--- src/mnorm_pkg.sv ---
// mnorm_pkg: shared widths, defaults and types for the matrix norm block
// no dependencies; imported by matrix_one_and_infinity_norm and its bench

package mnorm_pkg;

  localparam int SUM_BITS = 22;
  localparam int CFG_BITS = 7;

  localparam int DEF_MAX_ROWS     = 64;
  localparam int DEF_MAX_COLUMNS  = 64;
  localparam int DEF_ELEMENT_BITS = 16;

  localparam logic [SUM_BITS-1:0] SUM_LIMIT = '1;

  typedef enum logic [0:0] {
    REG_ROW_COUNT    = 1'b0,
    REG_COLUMN_COUNT = 1'b1
  } reg_index_t;

  typedef struct packed {
    logic [SUM_BITS-1:0] column_norm;
    logic [SUM_BITS-1:0] row_norm;
  } result_t;

endpackage

--- src/matrix_one_and_infinity_norm.sv ---
// matrix_one_and_infinity_norm: top level, streaming one-norm and infinity-norm
// depends on mnorm_pkg and mnorm_ram
//
// Elements arrive in row-major order, one item per clock while element_stall is low, and
// can be taken back to back with no gaps inside or between matrices. Each element costs
// one read-modify-write of the column-sum memory (registered read, so the update is
// written in the cycle after the element is taken; a repeat of the same column in the next
// cycle is forwarded). The result for a matrix passes the update stage into a two-entry
// output queue, which element_stall guards against overflow. A write to either shape
// register abandons the matrix in progress. No clearing pass is needed after reset.

module matrix_one_and_infinity_norm #(
  parameter int MAX_ROWS     = mnorm_pkg::DEF_MAX_ROWS,
  parameter int MAX_COLUMNS  = mnorm_pkg::DEF_MAX_COLUMNS,
  parameter int ELEMENT_BITS = mnorm_pkg::DEF_ELEMENT_BITS
) (
  input  logic                                clk,
  input  logic                                rst,
  input  logic                                cfg_write,
  input  mnorm_pkg::reg_index_t               cfg_index,
  input  logic [mnorm_pkg::CFG_BITS-1:0]      cfg_data,
  input  logic                                element_valid,
  output logic                                element_stall,
  input  logic signed [ELEMENT_BITS-1:0]      element,
  output logic                                result_valid,
  input  logic                                result_stall,
  output logic [mnorm_pkg::SUM_BITS-1:0]      column_norm,
  output logic [mnorm_pkg::SUM_BITS-1:0]      row_norm
);

  import mnorm_pkg::*;

  localparam int EB  = ELEMENT_BITS;
  localparam int RW  = (MAX_ROWS > 1) ? $clog2(MAX_ROWS) : 1;
  localparam int CW  = (MAX_COLUMNS > 1) ? $clog2(MAX_COLUMNS) : 1;
  localparam int RNW = $clog2(MAX_ROWS + 1);
  localparam int CNW = $clog2(MAX_COLUMNS + 1);
  localparam int AW  = ((EB > SUM_BITS) ? EB : SUM_BITS) + 1;

  function automatic logic [SUM_BITS-1:0] sat_add(input logic [SUM_BITS-1:0] a,
                                                  input logic [EB-1:0] b);
    logic [AW-1:0] s;
    s = AW'(a) + AW'(b);
    return (s > AW'(SUM_LIMIT)) ? SUM_LIMIT : s[SUM_BITS-1:0];
  endfunction

  // configuration
  logic [CFG_BITS-1:0] row_count;
  logic [CFG_BITS-1:0] column_count;
  logic [RNW-1:0]      rows_eff;
  logic [CNW-1:0]      cols_eff;

  // front stage
  logic [RW-1:0]       row_pos;
  logic [CW-1:0]       col_pos;
  logic [SUM_BITS-1:0] cur_row_sum;
  logic [SUM_BITS-1:0] best_row;
  logic [EB-1:0]       elem_u;
  logic [EB-1:0]       mag;
  logic                accept;
  logic                row_last;
  logic                col_last;
  logic                mat_last;
  logic [SUM_BITS-1:0] row_total;
  logic [SUM_BITS-1:0] best_row_cand;

  // update stage
  logic                s1_valid;
  logic [CW-1:0]       s1_col;
  logic [EB-1:0]       s1_mag;
  logic                s1_first_row;
  logic                s1_last_row;
  logic                s1_last;
  logic [SUM_BITS-1:0] s1_row_norm;
  logic                fwd_hit;
  logic [SUM_BITS-1:0] fwd_data;
  logic [SUM_BITS-1:0] ram_rdata;
  logic [SUM_BITS-1:0] col_base;
  logic [SUM_BITS-1:0] colsum;
  logic [SUM_BITS-1:0] best_col;
  logic [SUM_BITS-1:0] best_col_cand;
  logic                push;
  result_t             push_item;

  // output queue
  result_t             q0;
  result_t             q1;
  logic [1:0]          occ;
  logic [1:0]          occ_left;
  logic                pop;

  always_comb begin
    if (row_count == '0) begin
      rows_eff = RNW'(1);
    end else if (32'(row_count) > MAX_ROWS) begin
      rows_eff = RNW'(MAX_ROWS);
    end else begin
      rows_eff = RNW'(row_count);
    end
    if (column_count == '0) begin
      cols_eff = CNW'(1);
    end else if (32'(column_count) > MAX_COLUMNS) begin
      cols_eff = CNW'(MAX_COLUMNS);
    end else begin
      cols_eff = CNW'(column_count);
    end
  end

  assign elem_u        = element;
  assign mag           = elem_u[EB-1] ? EB'(~elem_u + 1'b1) : elem_u;
  assign accept        = element_valid && !element_stall;
  assign row_last      = (RNW'(row_pos) + RNW'(1)) == rows_eff;
  assign col_last      = (CNW'(col_pos) + CNW'(1)) == cols_eff;
  assign mat_last      = row_last && col_last;
  assign row_total     = sat_add(cur_row_sum, mag);
  assign best_row_cand = (row_total > best_row) ? row_total : best_row;

  assign pop           = result_valid && !result_stall;
  assign occ_left      = occ - {1'b0, pop};
  assign element_stall = (occ_left == 2'd2) || (occ_left == 2'd1 && s1_valid && s1_last);

  always_ff @(posedge clk) begin
    if (rst) begin
      row_count    <= CFG_BITS'(1);
      column_count <= CFG_BITS'(1);
    end else if (cfg_write) begin
      case (cfg_index)
        REG_ROW_COUNT:    row_count    <= cfg_data;
        REG_COLUMN_COUNT: column_count <= cfg_data;
        default:          ;
      endcase
    end
  end

  always_ff @(posedge clk) begin
    if (rst || cfg_write) begin
      row_pos     <= '0;
      col_pos     <= '0;
      cur_row_sum <= '0;
      best_row    <= '0;
      s1_valid    <= 1'b0;
      fwd_hit     <= 1'b0;
    end else begin
      s1_valid <= accept;
      fwd_hit  <= accept && s1_valid && (s1_col == col_pos);
      if (accept) begin
        if (col_last) begin
          col_pos     <= '0;
          cur_row_sum <= '0;
          if (row_last) begin
            row_pos  <= '0;
            best_row <= '0;
          end else begin
            row_pos  <= row_pos + 1'b1;
            best_row <= best_row_cand;
          end
        end else begin
          col_pos     <= col_pos + 1'b1;
          cur_row_sum <= row_total;
        end
      end
    end
  end

  always_ff @(posedge clk) begin
    fwd_data <= colsum;
    if (accept) begin
      s1_col       <= col_pos;
      s1_mag       <= mag;
      s1_first_row <= (row_pos == '0);
      s1_last_row  <= row_last;
      s1_last      <= mat_last;
      s1_row_norm  <= best_row_cand;
    end
  end

  mnorm_ram #(
    .WIDTH(SUM_BITS),
    .DEPTH(MAX_COLUMNS)
  ) u_column_sums (
    .clk  (clk),
    .we   (s1_valid),
    .waddr(s1_col),
    .wdata(colsum),
    .raddr(col_pos),
    .rdata(ram_rdata)
  );

  assign col_base      = s1_first_row ? '0 : (fwd_hit ? fwd_data : ram_rdata);
  assign colsum        = sat_add(col_base, s1_mag);
  assign best_col_cand = (s1_last_row && colsum > best_col) ? colsum : best_col;
  assign push          = s1_valid && s1_last;

  always_comb begin
    push_item.column_norm = best_col_cand;
    push_item.row_norm    = s1_row_norm;
  end

  always_ff @(posedge clk) begin
    if (rst || cfg_write) begin
      best_col <= '0;
    end else if (s1_valid) begin
      best_col <= s1_last ? '0 : best_col_cand;
    end
  end

  // two-entry result queue, q0 is the head
  always_ff @(posedge clk) begin
    if (rst) begin
      occ <= '0;
    end else begin
      occ <= occ_left + {1'b0, push};
    end
  end

  always_ff @(posedge clk) begin
    if (push && pop) begin
      if (occ == 2'd2) begin
        q0 <= q1;
        q1 <= push_item;
      end else begin
        q0 <= push_item;
      end
    end else if (push) begin
      if (occ == 2'd0) begin
        q0 <= push_item;
      end else begin
        q1 <= push_item;
      end
    end else if (pop) begin
      q0 <= q1;
    end
  end

  assign result_valid = (occ != 2'd0);
  assign column_norm  = q0.column_norm;
  assign row_norm     = q0.row_norm;

  a_queue_room: assert property (@(posedge clk) disable iff (rst)
    push |-> !(occ == 2'd2 && !pop))
    else $error("result queue overflow");

  a_stage_follows_accept: assert property (@(posedge clk) disable iff (rst)
    s1_valid |-> $past(accept))
    else $error("update stage valid without an accepted item");

  a_matrix_clear: assert property (@(posedge clk) disable iff (rst || cfg_write)
    accept && mat_last |=> row_pos == '0 && col_pos == '0 && cur_row_sum == '0)
    else $error("running state not cleared after last element");

endmodule

--- src/mnorm_ram.sv ---
// mnorm_ram: generic single write port ram with one registered read port
// no dependencies; holds the per-column sums

module mnorm_ram #(
  parameter int WIDTH = 22,
  parameter int DEPTH = 64
) (
  input  logic                                   clk,
  input  logic                                   we,
  input  logic [(DEPTH > 1 ? $clog2(DEPTH) : 1)-1:0] waddr,
  input  logic [WIDTH-1:0]                       wdata,
  input  logic [(DEPTH > 1 ? $clog2(DEPTH) : 1)-1:0] raddr,
  output logic [WIDTH-1:0]                       rdata
);

  logic [WIDTH-1:0] mem [DEPTH];

  always_ff @(posedge clk) begin
    if (we) begin
      mem[waddr] <= wdata;
    end
    rdata <= mem[raddr];
  end

endmodule

--- config.mk ---
export PLATFORM = sky130hd
export DESIGN_NAME = matrix_one_and_infinity_norm
export DESIGN_NICKNAME = d
export VERILOG_FILES = /design/src/mnorm_pkg.sv /design/src/matrix_one_and_infinity_norm.sv /design/src/mnorm_ram.sv
export SDC_FILE = /design/constraint.sdc
export NUM_CORES = 2
export LEC_CHECK = 0
export BUFFER_PORTS_ARGS = -buffer_cell sky130_fd_sc_hd__clkbuf_2
export CAP_MARGIN = 20
export CORE_MARGIN = 4
export CORE_UTILIZATION = 30
export CTS_CLUSTER_SIZE = 28
export DETAILED_ROUTE_END_ITERATION = 8
export PLACE_DENSITY = 0.5
export SYNTH_ARGS = -nofsm -noshare
export SYNTH_HDL_FRONTEND = slang
export SYNTH_SLANG_ARGS = --single-unit
--- constraint.sdc ---
create_clock -name clk -period 9.3 [get_ports clk]
set_input_delay 0 -clock clk [delete_from_list [all_inputs] [get_ports clk]]
set_output_delay 0 -clock clk [all_outputs]
set_load 0.05 [all_outputs]
==> impl_metrics.ini <==
[floorplan]
boundary_pin_count = 75
die_area_um2 = 232000
rows = 173
chip_width_um = 482
initial_utilization = 0.302
die_h_um = 482
fp.coreArea_um2 = 223000

[finish]
largest-register = u_column_sums.mem
layoutNonFillerInstCount = 6825
num-nets-final = 3799
biggestRegsByFlops = u_column_sums.mem: 1408 flops, q1: 44 flops
post-route-cell-area_um2 = 78400
layout-drive-gt1-share = 0.281
flip_flop_count_of_the_largest_register_after_layout = 1408
syn2layout_area_growth_pct = 16.4

[placement]
placement.cell_area_um2 = 72000
pre_cts_ws_ns = 2.52
io_buffer_count = 74
hpwl_um = 98300
post-place-cells = 6420
gp_congestion = 0.801

[timing]
report.final.slew_viol_count = 0
worst_clock_skew_ns = 0.0522
timing.final.crit_share = 0.736
finalHoldViolations = 0
rsz_0062_raised_after_global_routing = false
actual_slew_at_the_worst_max_slew_pin_ns = 1.03
min_period_ns = 6.84
timing.final.ws_setup_ns = 2.46
tns_ns = 0
finalSetupViolCount = 0
relative_slew_slack = 0.314
clock.fmax_ghz = 0.146

[detailed_routing]
detail-route-antenna-nets = 0
detail_route.drc_violations = 0
vias = 33900
avgViaCountPerCell = 4.97
wl_per_cell_um = 26.3
first_iter_violations = 2981
finalWirelength_um = 179000
pre_antenna_drt_iters = 5

[outcome]
status = finished clean

[clock_tree]
cts_num_sinks = 1683
clock_latency_ns = 0.80
cts-buffers-inserted = 179
cts_tree = yes
cts_buffer_depth = 3
h-tree-depth = 4
cts_root_buf = clkbuf_16
clock_transition_time_at_the_flip_flop_clock_pins_of_the_worst_setup_and_hold_paths_ns = 0.06
number_of_buffers_inserted_to_repair_setup_after_cts = 0

[global_routing]
grt_first_pass_wirelength_um = 257000
grt-ovfl-total = 0
vias_in_the_first_global_route = 34400
grt_antenna_before_repair = 9
grt_start_max_net_pins = 102
grt_util_all_layers = 0.153

[setup_path]
critical_path_arrival_ns = 7.54
critical_path_peak_fanout = 69
critPathRequiredTime_ns = 10.00
startpoint_type = register
cp-end-kind = register
setup.worst_path.class = reg -> reg

[synth]
post_synth_most_frequent_cells = 1543 x edfxtp_1, 462 x mux4_2, 190 x nor2_1
syn_area_um2 = 67300
synth-edff-count = 1543
post-synth-top-count-cell = edfxtp_1
average_size_of_a_mapped_cell_um2 = 19.7
synth.area.top_cells = edfxtp_1 69%, mux4_2 15%, dfxtp_1 4.2%
synth_async_sr_flop_share = 0
postSynthNetCount = 3540
ys_seq_elements = 1683
synth_sequential_area_ratio = 0.730
syn_inst = 3422
yosys_most_used_dff = edfxtp_1
yosysWarningCount = 0
yosysTopAreaCellShare = 0.688
yosysUniqueCellTypes = 76
top_cell_type_by_total_area_after_synthesis = edfxtp_1

[hold_path]
min_path_type = in -> reg

[pwr]
vdd.ir_drop.worst_mv = 0.188
p_leak_nw = 24.5
power.density_nw_per_um2 = 238

[run]
max-cap-violations = 0
-- worst max-delay path: stages, from the launching register on --
cell and delay (ns):
dfxtp_1 0.52, buf_4 0.36, mux2i_1 0.14, nor2_1 0.13, ha_1 0.21, inv_1 0.07, fa_1 0.42, nand2b_1 0.17
a21o_1 0.20, a211oi_1 0.42, o21ai_1 0.23, nand3b_1 0.31, buf_4 0.32, nand2_2 0.08, buf_4 0.66, ha_1 0.39
nand4_1 0.12, a21oi_1 0.06, a211oi_1 0.24, o22ai_1 0.15, o21a_1 0.20, buf_4 0.23, o21ai_2 0.65, and2_1 0.30
a32o_1 0.14
-- final timing paths --
kind / startpoint / endpoint / slack, ns / cells after the start
setup / recovery: fwd_hit / best_col[17] / 2.46 / 24
setup reg to reg: fwd_hit / best_col[17] / 2.46 / 24
hold / removal: element[0] / s1_mag[0] / 0.08 / 2
hold reg to reg: s1_row_norm[0] / q1[0] / 0.45 / 0
-- final cells by class --
type	instances	area, um2
fill	20700	144000
multi-input combinational	1490	17500
clock inverter	92	853
tap	2975	3720
antenna	18	45.0
inverter	79	297
sequential	1683	49200
clock buffer	240	4950
timing repair buffer	248	1870
-- where the power goes --
| part | total [W] | internal (W) | switching [W] |
|---|---|---|---|
| sequential | 0.00916 | 0.00901 | 0.000152 |
| combinational | 0.00245 | 0.000714 | 0.00173 |
| clock | 0.00701 | 0.00403 | 0.00298 |
| total | 0.0186 | 0.0138 | 0.00486 |
-- cell families after synthesis --
| kind of cell | after synthesis | synth area share |
|---|---|---|
| xor gates and xnor gates | 62 | 0.00806 |
| DFF | 1683 | 0.730 |
| and+or+nand+nor | 509 | 0.0344 |
| muxes | 541 | 0.167 |
| adders and majority gates | 89 | 0.0168 |
| AOI/OAI and AO/OA | 289 | 0.0290 |
| buffers and inverters | 249 | 0.0149 |
-- metrics by stage --
stage               total power, W  hold WS, ns  utilization
global route                0.0194       0.0500        0.352
finish                      0.0186       0.0789        0.352
floorplan                   0.0108       0.0989            -
CTS                         0.0189       0.0150        0.352
detailed placement          0.0118        0.301        0.323
global placement            0.0117        0.289        0.323
-- what timing repair did --
action                    4_1_cts  5_1_grt
hold buffers                   54        0
hold endpoints to repair       66        0
resized for setup               0        0
-- cell usage in the layout, fill, tap and decap left out, types with 24 or more instances in the layout --
cell type,n
clkinv_2,28
ha_1,87
clkbuf_16,185
o21ai_0,38
a21o_1,24
mux4_2,462
a22oi_1,35
a21oi_1,74
mux2i_1,34
clkbuf_2,76
mux2_2,44
xnor2_1,40
nand2_1,134
dfxtp_1,134
edfxtp_1,1543
clkbuf_1,42
nor2_1,130
inv_1,78
dlygate4sd3_1,54
nor2_2,60
buf_4,115
nand3_1,38
clkinv_1,31
-- layer usage --
metal,track usage,wire [um]
met5,0,0
met1,0.216,80100
met3,0.0221,8800
met4,0.0342,3290
met2,0.253,87000
Note: power is estimated with default switching activity, not from simulation.
